File: src/sv/mmn_pkg.sv
// types, constants and request codes for the min-max normaliser
// no dependencies
package mmn_pkg;

  localparam int COLUMNS   = 16;
  localparam int COL_IDX_W = (COLUMNS > 1) ? $clog2(COLUMNS) : 1;
  localparam int REQ_W     = 2;
  localparam int COL_W     = 4;
  localparam int SAMPLE_W  = 32;
  localparam int SCALED_W  = 15;

  localparam int QUOT_W = 16;
  localparam int QCNT_W = $clog2(QUOT_W);
  localparam int DVS_W  = SAMPLE_W + 4;
  localparam int DIV_W  = DVS_W + QUOT_W;

  localparam logic [SCALED_W-1:0] TENTH_Q15 = SCALED_W'(3277);
  localparam logic [SCALED_W-1:0] Q15_MAX   = '1;

  typedef enum logic [REQ_W-1:0] {
    REQ_CLEAR     = 2'd0,
    REQ_OBSERVE   = 2'd1,
    REQ_NORMALISE = 2'd2
  } req_code_t;

  typedef enum logic [2:0] {
    S_IDLE,
    S_FETCH,
    S_PREP,
    S_DIVIDE,
    S_DONE
  } state_t;

  typedef struct packed {
    logic [REQ_W-1:0]           req_type;
    logic [COL_W-1:0]           column;
    logic signed [SAMPLE_W-1:0] sample_value;
  } req_t;

  typedef struct packed {
    logic [SCALED_W-1:0] scaled_value;
    logic [COL_W-1:0]    out_column;
    logic                flat_column;
  } rsp_t;

  typedef struct packed {
    logic              done;
    logic [QUOT_W-1:0] quot;
  } div_stat_t;

endpackage

File: src/sv/mmn_divider.sv
// restoring divider, one quotient bit per cycle, msb first
// depends on mmn_pkg
module mmn_divider (
  input  logic                     clk,
  input  logic                     rst,
  input  logic                     start,
  input  logic [mmn_pkg::DIV_W-1:0] dividend,
  input  logic [mmn_pkg::DVS_W-1:0] divisor,
  output mmn_pkg::div_stat_t       stat
);
  import mmn_pkg::*;

  logic [DIV_W-1:0]  rem;
  logic [DIV_W-1:0]  dsr;
  logic [QUOT_W-1:0] quot;
  logic [QCNT_W-1:0] cnt;
  logic              busy;
  logic              done;
  logic              fits;

  assign fits = (rem >= dsr);

  always_ff @(posedge clk) begin
    if (rst) begin
      busy <= 1'b0;
      done <= 1'b0;
      cnt  <= '0;
    end else begin
      done <= 1'b0;
      if (start) begin
        busy <= 1'b1;
        cnt  <= '0;
      end else if (busy) begin
        cnt <= cnt + QCNT_W'(1);
        if (cnt == QCNT_W'(QUOT_W - 1)) begin
          busy <= 1'b0;
          done <= 1'b1;
        end
      end
    end
  end

  always_ff @(posedge clk) begin
    if (start) begin
      rem  <= dividend;
      dsr  <= DIV_W'({divisor, {(QUOT_W-1){1'b0}}});
      quot <= '0;
    end else if (busy) begin
      if (fits) begin
        rem <= rem - dsr;
      end
      quot <= {quot[QUOT_W-2:0], fits};
      dsr  <= dsr >> 1;
    end
  end

  assign stat.done = done;
  assign stat.quot = quot;

endmodule

File: src/sv/min_max_normaliser_core.sv
// per-column min-max scaling; depends on mmn_pkg and mmn_divider
// clear and observe: accepted in S_IDLE, handled in S_FETCH, then ready again in S_IDLE
// normalise: S_FETCH, S_PREP, S_DIVIDE, then S_DONE waits for a free output slot;
//   S_DIVIDE runs the restoring divider, one quotient bit per cycle
// flat or unseen column: S_FETCH, S_DONE; below range: S_FETCH, S_PREP, S_DONE
// rst (synchronous) clears the sequencer, rsp_valid and all seen bits
module min_max_normaliser_core (
  input  logic          clk,
  input  logic          rst,
  input  logic          req_valid,
  output logic          req_ready,
  input  mmn_pkg::req_t req,
  output logic          rsp_valid,
  input  logic          rsp_ready,
  output mmn_pkg::rsp_t rsp
);
  import mmn_pkg::*;

  state_t state, state_next;
  req_t   cur;

  logic signed [SAMPLE_W-1:0] col_min [COLUMNS];
  logic signed [SAMPLE_W-1:0] col_max [COLUMNS];
  logic [COLUMNS-1:0]         seen;

  logic signed [SAMPLE_W:0]   diff;
  logic [SAMPLE_W-1:0]        span;
  logic [SCALED_W-1:0]        res_val, res_val_next;
  logic                       res_flat, res_flat_next;

  logic [COL_IDX_W-1:0]       col_idx;
  logic                       col_ok;
  logic signed [SAMPLE_W-1:0] sel_min, sel_max, x;
  logic                       sel_seen;
  logic signed [SAMPLE_W-1:0] obs_min, obs_max;
  logic signed [SAMPLE_W+4:0] tval;

  logic seen_clr, obs_wr, fetch_ld, res_ld, div_start, rsp_ld;

  logic [DIV_W-1:0] dividend;
  logic [DVS_W-1:0] divisor;
  div_stat_t        div_stat;

  assign req_ready = (state == S_IDLE);

  assign col_idx  = COL_IDX_W'(cur.column);
  assign col_ok   = (32'(cur.column) < COLUMNS);
  assign x        = $signed(cur.sample_value);
  assign sel_min  = col_min[col_idx];
  assign sel_max  = col_max[col_idx];
  assign sel_seen = seen[col_idx];

  assign obs_min = (!sel_seen || x < sel_min) ? x : sel_min;
  assign obs_max = (!sel_seen || x > sel_max) ? x : sel_max;

  // 8*d + s
  assign tval = $signed({diff[SAMPLE_W], diff, 3'b000}) + $signed({5'b00000, span});

  // 32768*(8d+s) + 5s over 10s
  assign dividend = {1'b0, tval[SAMPLE_W+3:0], 15'd0}
                  + DIV_W'({span, 2'b00}) + DIV_W'(span);
  assign divisor  = DVS_W'({span, 3'b000}) + DVS_W'({span, 1'b0});

  mmn_divider u_div (
    .clk      (clk),
    .rst      (rst),
    .start    (div_start),
    .dividend (dividend),
    .divisor  (divisor),
    .stat     (div_stat)
  );

  always_ff @(posedge clk) begin
    if (rst) begin
      state <= S_IDLE;
    end else begin
      state <= state_next;
    end
  end

  always_comb begin
    state_next    = state;
    seen_clr      = 1'b0;
    obs_wr        = 1'b0;
    fetch_ld      = 1'b0;
    res_ld        = 1'b0;
    div_start     = 1'b0;
    rsp_ld        = 1'b0;
    res_val_next  = TENTH_Q15;
    res_flat_next = 1'b1;
    unique case (state)
      S_IDLE: begin
        if (req_valid) begin
          state_next = S_FETCH;
        end
      end
      S_FETCH: begin
        state_next = S_IDLE;
        case (cur.req_type)
          REQ_CLEAR: begin
            seen_clr = 1'b1;
          end
          REQ_OBSERVE: begin
            obs_wr = col_ok;
          end
          REQ_NORMALISE: begin
            if (!col_ok || !sel_seen || sel_max == sel_min) begin
              res_ld     = 1'b1;
              state_next = S_DONE;
            end else begin
              fetch_ld   = 1'b1;
              state_next = S_PREP;
            end
          end
          default: begin
            state_next = S_IDLE;
          end
        endcase
      end
      S_PREP: begin
        if (tval[SAMPLE_W+4]) begin
          res_ld        = 1'b1;
          res_val_next  = '0;
          res_flat_next = 1'b0;
          state_next    = S_DONE;
        end else begin
          div_start  = 1'b1;
          state_next = S_DIVIDE;
        end
      end
      S_DIVIDE: begin
        res_flat_next = 1'b0;
        res_val_next  = div_stat.quot[QUOT_W-1] ? Q15_MAX
                                                : div_stat.quot[SCALED_W-1:0];
        if (div_stat.done) begin
          res_ld     = 1'b1;
          state_next = S_DONE;
        end
      end
      S_DONE: begin
        if (!rsp_valid || rsp_ready) begin
          rsp_ld     = 1'b1;
          state_next = S_IDLE;
        end
      end
      default: begin
        state_next = S_IDLE;
      end
    endcase
  end

  always_ff @(posedge clk) begin
    if (rst) begin
      seen      <= '0;
      rsp_valid <= 1'b0;
    end else begin
      if (seen_clr) begin
        seen <= '0;
      end else if (obs_wr) begin
        seen[col_idx] <= 1'b1;
      end
      if (rsp_ld) begin
        rsp_valid <= 1'b1;
      end else if (rsp_ready) begin
        rsp_valid <= 1'b0;
      end
    end
  end

  always_ff @(posedge clk) begin
    if (req_valid && req_ready) begin
      cur <= req;
    end
    if (obs_wr) begin
      col_min[col_idx] <= obs_min;
      col_max[col_idx] <= obs_max;
    end
    if (fetch_ld) begin
      diff <= $signed({x[SAMPLE_W-1], x}) - $signed({sel_min[SAMPLE_W-1], sel_min});
      span <= sel_max - sel_min;
    end
    if (res_ld) begin
      res_val  <= res_val_next;
      res_flat <= res_flat_next;
    end
    if (rsp_ld) begin
      rsp.scaled_value <= res_val;
      rsp.out_column   <= cur.column;
      rsp.flat_column  <= res_flat;
    end
  end

endmodule

File: config.mk
export PLATFORM = sky130hd
export DESIGN_NAME = min_max_normaliser_core
export DESIGN_NICKNAME = d
export VERILOG_FILES = /design/src/sv/mmn_pkg.sv /design/src/sv/mmn_divider.sv /design/src/sv/min_max_normaliser_core.sv
export SDC_FILE = /design/constraint.sdc
export NUM_CORES = 2
export LEC_CHECK = 0
export BUFFER_PORTS_ARGS = -buffer_cell sky130_fd_sc_hd__buf_2
export CORE_ASPECT_RATIO = 0.9
export CORE_MARGIN = 3
export CORE_UTILIZATION = 40
export CTS_CLUSTER_SIZE = 20
export DETAILED_ROUTE_END_ITERATION = 12
export PLACE_DENSITY = 0.64
export SLEW_MARGIN = 10
export SYNTH_ARGS = -nofsm -noshare
export SYNTH_HDL_FRONTEND = slang
export SYNTH_SLANG_ARGS = --single-unit
export TNS_END_PERCENT = 5
File: constraint.sdc
create_clock -name clk -period 17.6 [get_ports clk]
set_clock_uncertainty 0.1 [all_clocks]
set_input_delay 1.76 -clock clk [delete_from_list [all_inputs] [get_ports clk]]
set_output_delay 1.76 -clock clk [all_outputs]
set_load 0.02 [all_outputs]
==> results by group <==
Clock tree
  • CTS buffer count: 136
  • CTS tree: built
  • Clk root buf: clkbuf_16
  • H-tree Lvls: 4
  • Post-CTS setup buffer count: 0
  • Clock sinks: 1312
  • CTS resizes: 0
  • Hold-fix buffers, CTS: 0
  • Clock buffer depth: 3
  • Clk slew on worst S/H paths: 60 ps
  • Clk_lat worst skew: 800 ps

STA
  • Setup-failing EPs final: 0
  • Crit path time final: about 8200 ps
  • Unrepaired setup endpoints after global routing: no
  • Slew headroom: 22.9%
  • Final slew viol count: 0
  • Final Hold Fails: 0
  • Setup TNS: 0 ps
  • Max frequency: 0.122 GHz
  • Fin crit share: 46.7%
  • Actual slew at the worst max-slew pin: around 1100 ps

Routing
  • 1st-iter DRT viols: 3486
  • Remaining DRCs: 0
  • Via total after detailed routing: 34200
  • ANT nets after route: 0
  • Routed WL per cell: 24.5 um
  • First drt pass iteration count: 5
  • Number of vias per cell: 5.62
  • Final wirelength: 149000 um

Floorplanning
  • # rows: about 140
  • I/O pins: 64
  • Die width: about 420 um
  • Die footprint: 159000 um^2
  • Die height: 378 um
  • Initial Util: 40.6%
  • Core footprint: between 150000 and 200000 um^2

Power
  • Seq pwr share: between 40% and 50%
  • Pwr/cell area: approximately 100 nW/um^2
  • Sw power: 0.00172 W
  • Peak supply drop: just under 0.09 mV
  • Clock power share: 39.5%
  • Cell-internal power: around 0.0054 W
  • Pleak: 23.7 nW
  • Switching Fraction: approximately a quarter
  • Logic pwr share: 11.2%

Synthesis
  • Ys Warns: 0
  • Yosys top cell by area: edfxtp_1
  • Synth area leaders: edfxtp_1, mux4_2, ha_1, dfxtp_1, xnor2_1
  • Predominant post-synthesis flop cell: edfxtp_1
  • Yosys cell types: 94
  • Avg Cell Area, Syn: 15.9 um^2
  • Synth top area share: 61.0%
  • Seq/Total Area, Yosys: 63.0%
  • Post-synth ARST share: 0%
  • Yosys reg bits: around 1300
  • Number of synthesized flops with an enable pin: between 1000 and 1500
  • Synth Cell Area: 61600 um^2
  • Syn Nets: ~4200
  • Synth Instances: 3880

Setup path
  • Critical Path RT: 17950 ps
  • Worst Setup Start Kind: register
  • Flop-to-flop setup slack: 9390 ps
  • Worst path arrival time: approximately 8600 ps
  • Crit path kind: reg -> reg
  • Maximum fanout along the worst path: between 70 and 80
  • Reg-to-Reg End: col_min[14][11]
  • Crit. End Element: register
  • R2R cell count: 18

Placed design
  • GPL Wtd Cong: ~0.86
  • HPWL after DPL: 91200 um
  • IO buf count: 63
  • Placed Instances: 5847

GRT
  • Largest net degree at the start of global routing: 100
  • Vias in the first global route: approximately 34000
  • Initial antenna violation count: 5
  • Grt ovf: 0
  • Gr usage total: between 10% and 20%
  • First-pass GRT wire length: 222000 um

Cells and area
  • Layout cells sized above 1: 18.3%
  • Final-stage net count: 4316
  • Synth-to-Final Area Change: 11.7%
  • Filler cells: 13000
  • Final cell count without fillers: 6082

Flow run
  • MaxCap Viol Count: 0

Run status
  • Status: finished clean

Min path
  • Hold depth: 0
  • Worst hold path class: reg -> reg
  • Hold worst-path end: rsp[0]
  • HP Start: res_flat
[power groups by stage]
stage | Sequential (W) | Clock, W | Combinational [W]
final | 0.00350 | 0.00281 | 0.000797
after global routing | 0.00350 | 0.00300 | 0.000868
after CTS | 0.00350 | 0.00287 | 0.000796
after detailed placement | 0.00357 | 0 | 0.000792
after global placement | 0.00357 | 0 | 0.000783
after floorplan | 0.00354 | 0 | 0.000588
[state kept, by name, summed over array words and instances (netlist names), named ones only]
name        count
state           3
col_max       512
diff           33
u_div.quot     16
u_div.dsr      51
x              32
rsp_valid       1
res_val        15
u_div.rem      52
cur             2
span           32
u_div.busy      1
u_div.done      1
rsp            20
res_flat        1
u_div.cnt       4
col_min       512
seen           16
col_idx         4
[kinds of logic (layout without fill, tap and decap cells)]
kind of cell | Yosys count | in the layout | synth area share (%)
and+or+nand+nor | 618 | 618 | 4.81
other | 0 | 1 | 0
adders and majority gates | 275 | 275 | 6.00
DFF | 1312 | 1312 | 63.0
muxes | 427 | 427 | 13.7
buffers and inverters | 358 | 573 | 2.30
AOI/OAI and AO/OA | 690 | 690 | 7.37
xor gates and xnor gates | 200 | 200 | 2.84
[how the worst max path moves through the flow]
stage	cells after the start	startpoint	end	slack [ps]
floorplan	13	register	diff[0]	7160
global placement	17	register	col_min[8][19]	9310
detailed placement	17	register	col_min[14][18]	9250
CTS	17	register	col_min[13][18]	9200
global route	20	register	col_min[15][11]	8750
finish	18	register	col_min[14][11]	9390
[layout make-up]
class	count	area, um^2	share of cell area, %
antenna	1	2.50	0.00364
clock buffer	159	3500	5.09
clock inverter	75	868	1.26
inverter	223	837	1.22
multi-input combinational	2210	21500	31.3
sequential	1312	38800	56.4
tap	1986	2480	3.61
timing repair buffer	116	763	1.11
[through the flow]
stage	power [W]	cell area [um^2]	setup slack (ps)	hold slack (ps)	util, %
after floorplan	0.00413	61600	7160	300	-
after global placement	0.00435	64400	9310	305	42.5
after detailed placement	0.00436	64400	9250	306	42.5
after CTS	0.00717	68800	9200	318	45.4
after global routing	0.00737	68800	8750	322	45.4
final	0.00711	68800	9390	316	45.4
[synthesized netlist by cell type (37+ instances only)]
master    count
edfxtp_1   1251
a21o_1      105
ha_1        241
xor2_1       86
nand3_1      76
clkbuf_1     80
xnor2_1     114
mux2i_1      37
nand2_1     151
o21a_1       41
inv_1       223
mux4_2      325
a21oi_1     190
nor2_1      192
o21ai_0     142
dfxtp_1      61
[critical path, stage by stage (launching register included)]
cell,delay (ps)
dfxtp_4,870
buf_4,830
buf_12,440
mux4_2,610
mux4_2,600
ha_1,270
nor2b_1,120
o21ai_1,100
a21boi_1,230
o21ai_1,150
a211o_1,340
a311oi_2,380
a21oi_2,150
o21a_1,210
nor2_1,130
a41oi_2,200
a31oi_4,610
buf_4,650
mux2_1,580
[cells in the final DEF, fill, tap and decap left out, drive strengths merged, types with 21 or more instances in the layout]
cell	netlist	layout
edfxtp	1251	1251
mux4	325	325
ha	241	241
inv	223	231
a21oi	195	195
nor2	192	192
o21ai	164	164
clkbuf	80	159
nand2	152	152
buf	55	116
xnor2	114	114
a21o	105	105
xor2	86	86
nand3	76	76
mux2	65	65
dfxtp	61	61
clkinv	0	54
o21a	41	41
mux2i	37	37
fa	34	34
nor3	34	34
nand2b	32	32
nand4	31	31
nor2b	26	26
o21bai	22	22
o31ai	21	21
[layer usage]
metal  vias to the layer above  GRT usage, %  part of all wire [%]
met5                         -             0                     0
li1                      15500             -                     -
met4                         0          6.07                   2.9
met2                      1102          29.8                    47
met3                       207          3.47                   6.6
met1                     17400          26.3                    43
(Power assumes the default switching activity.)
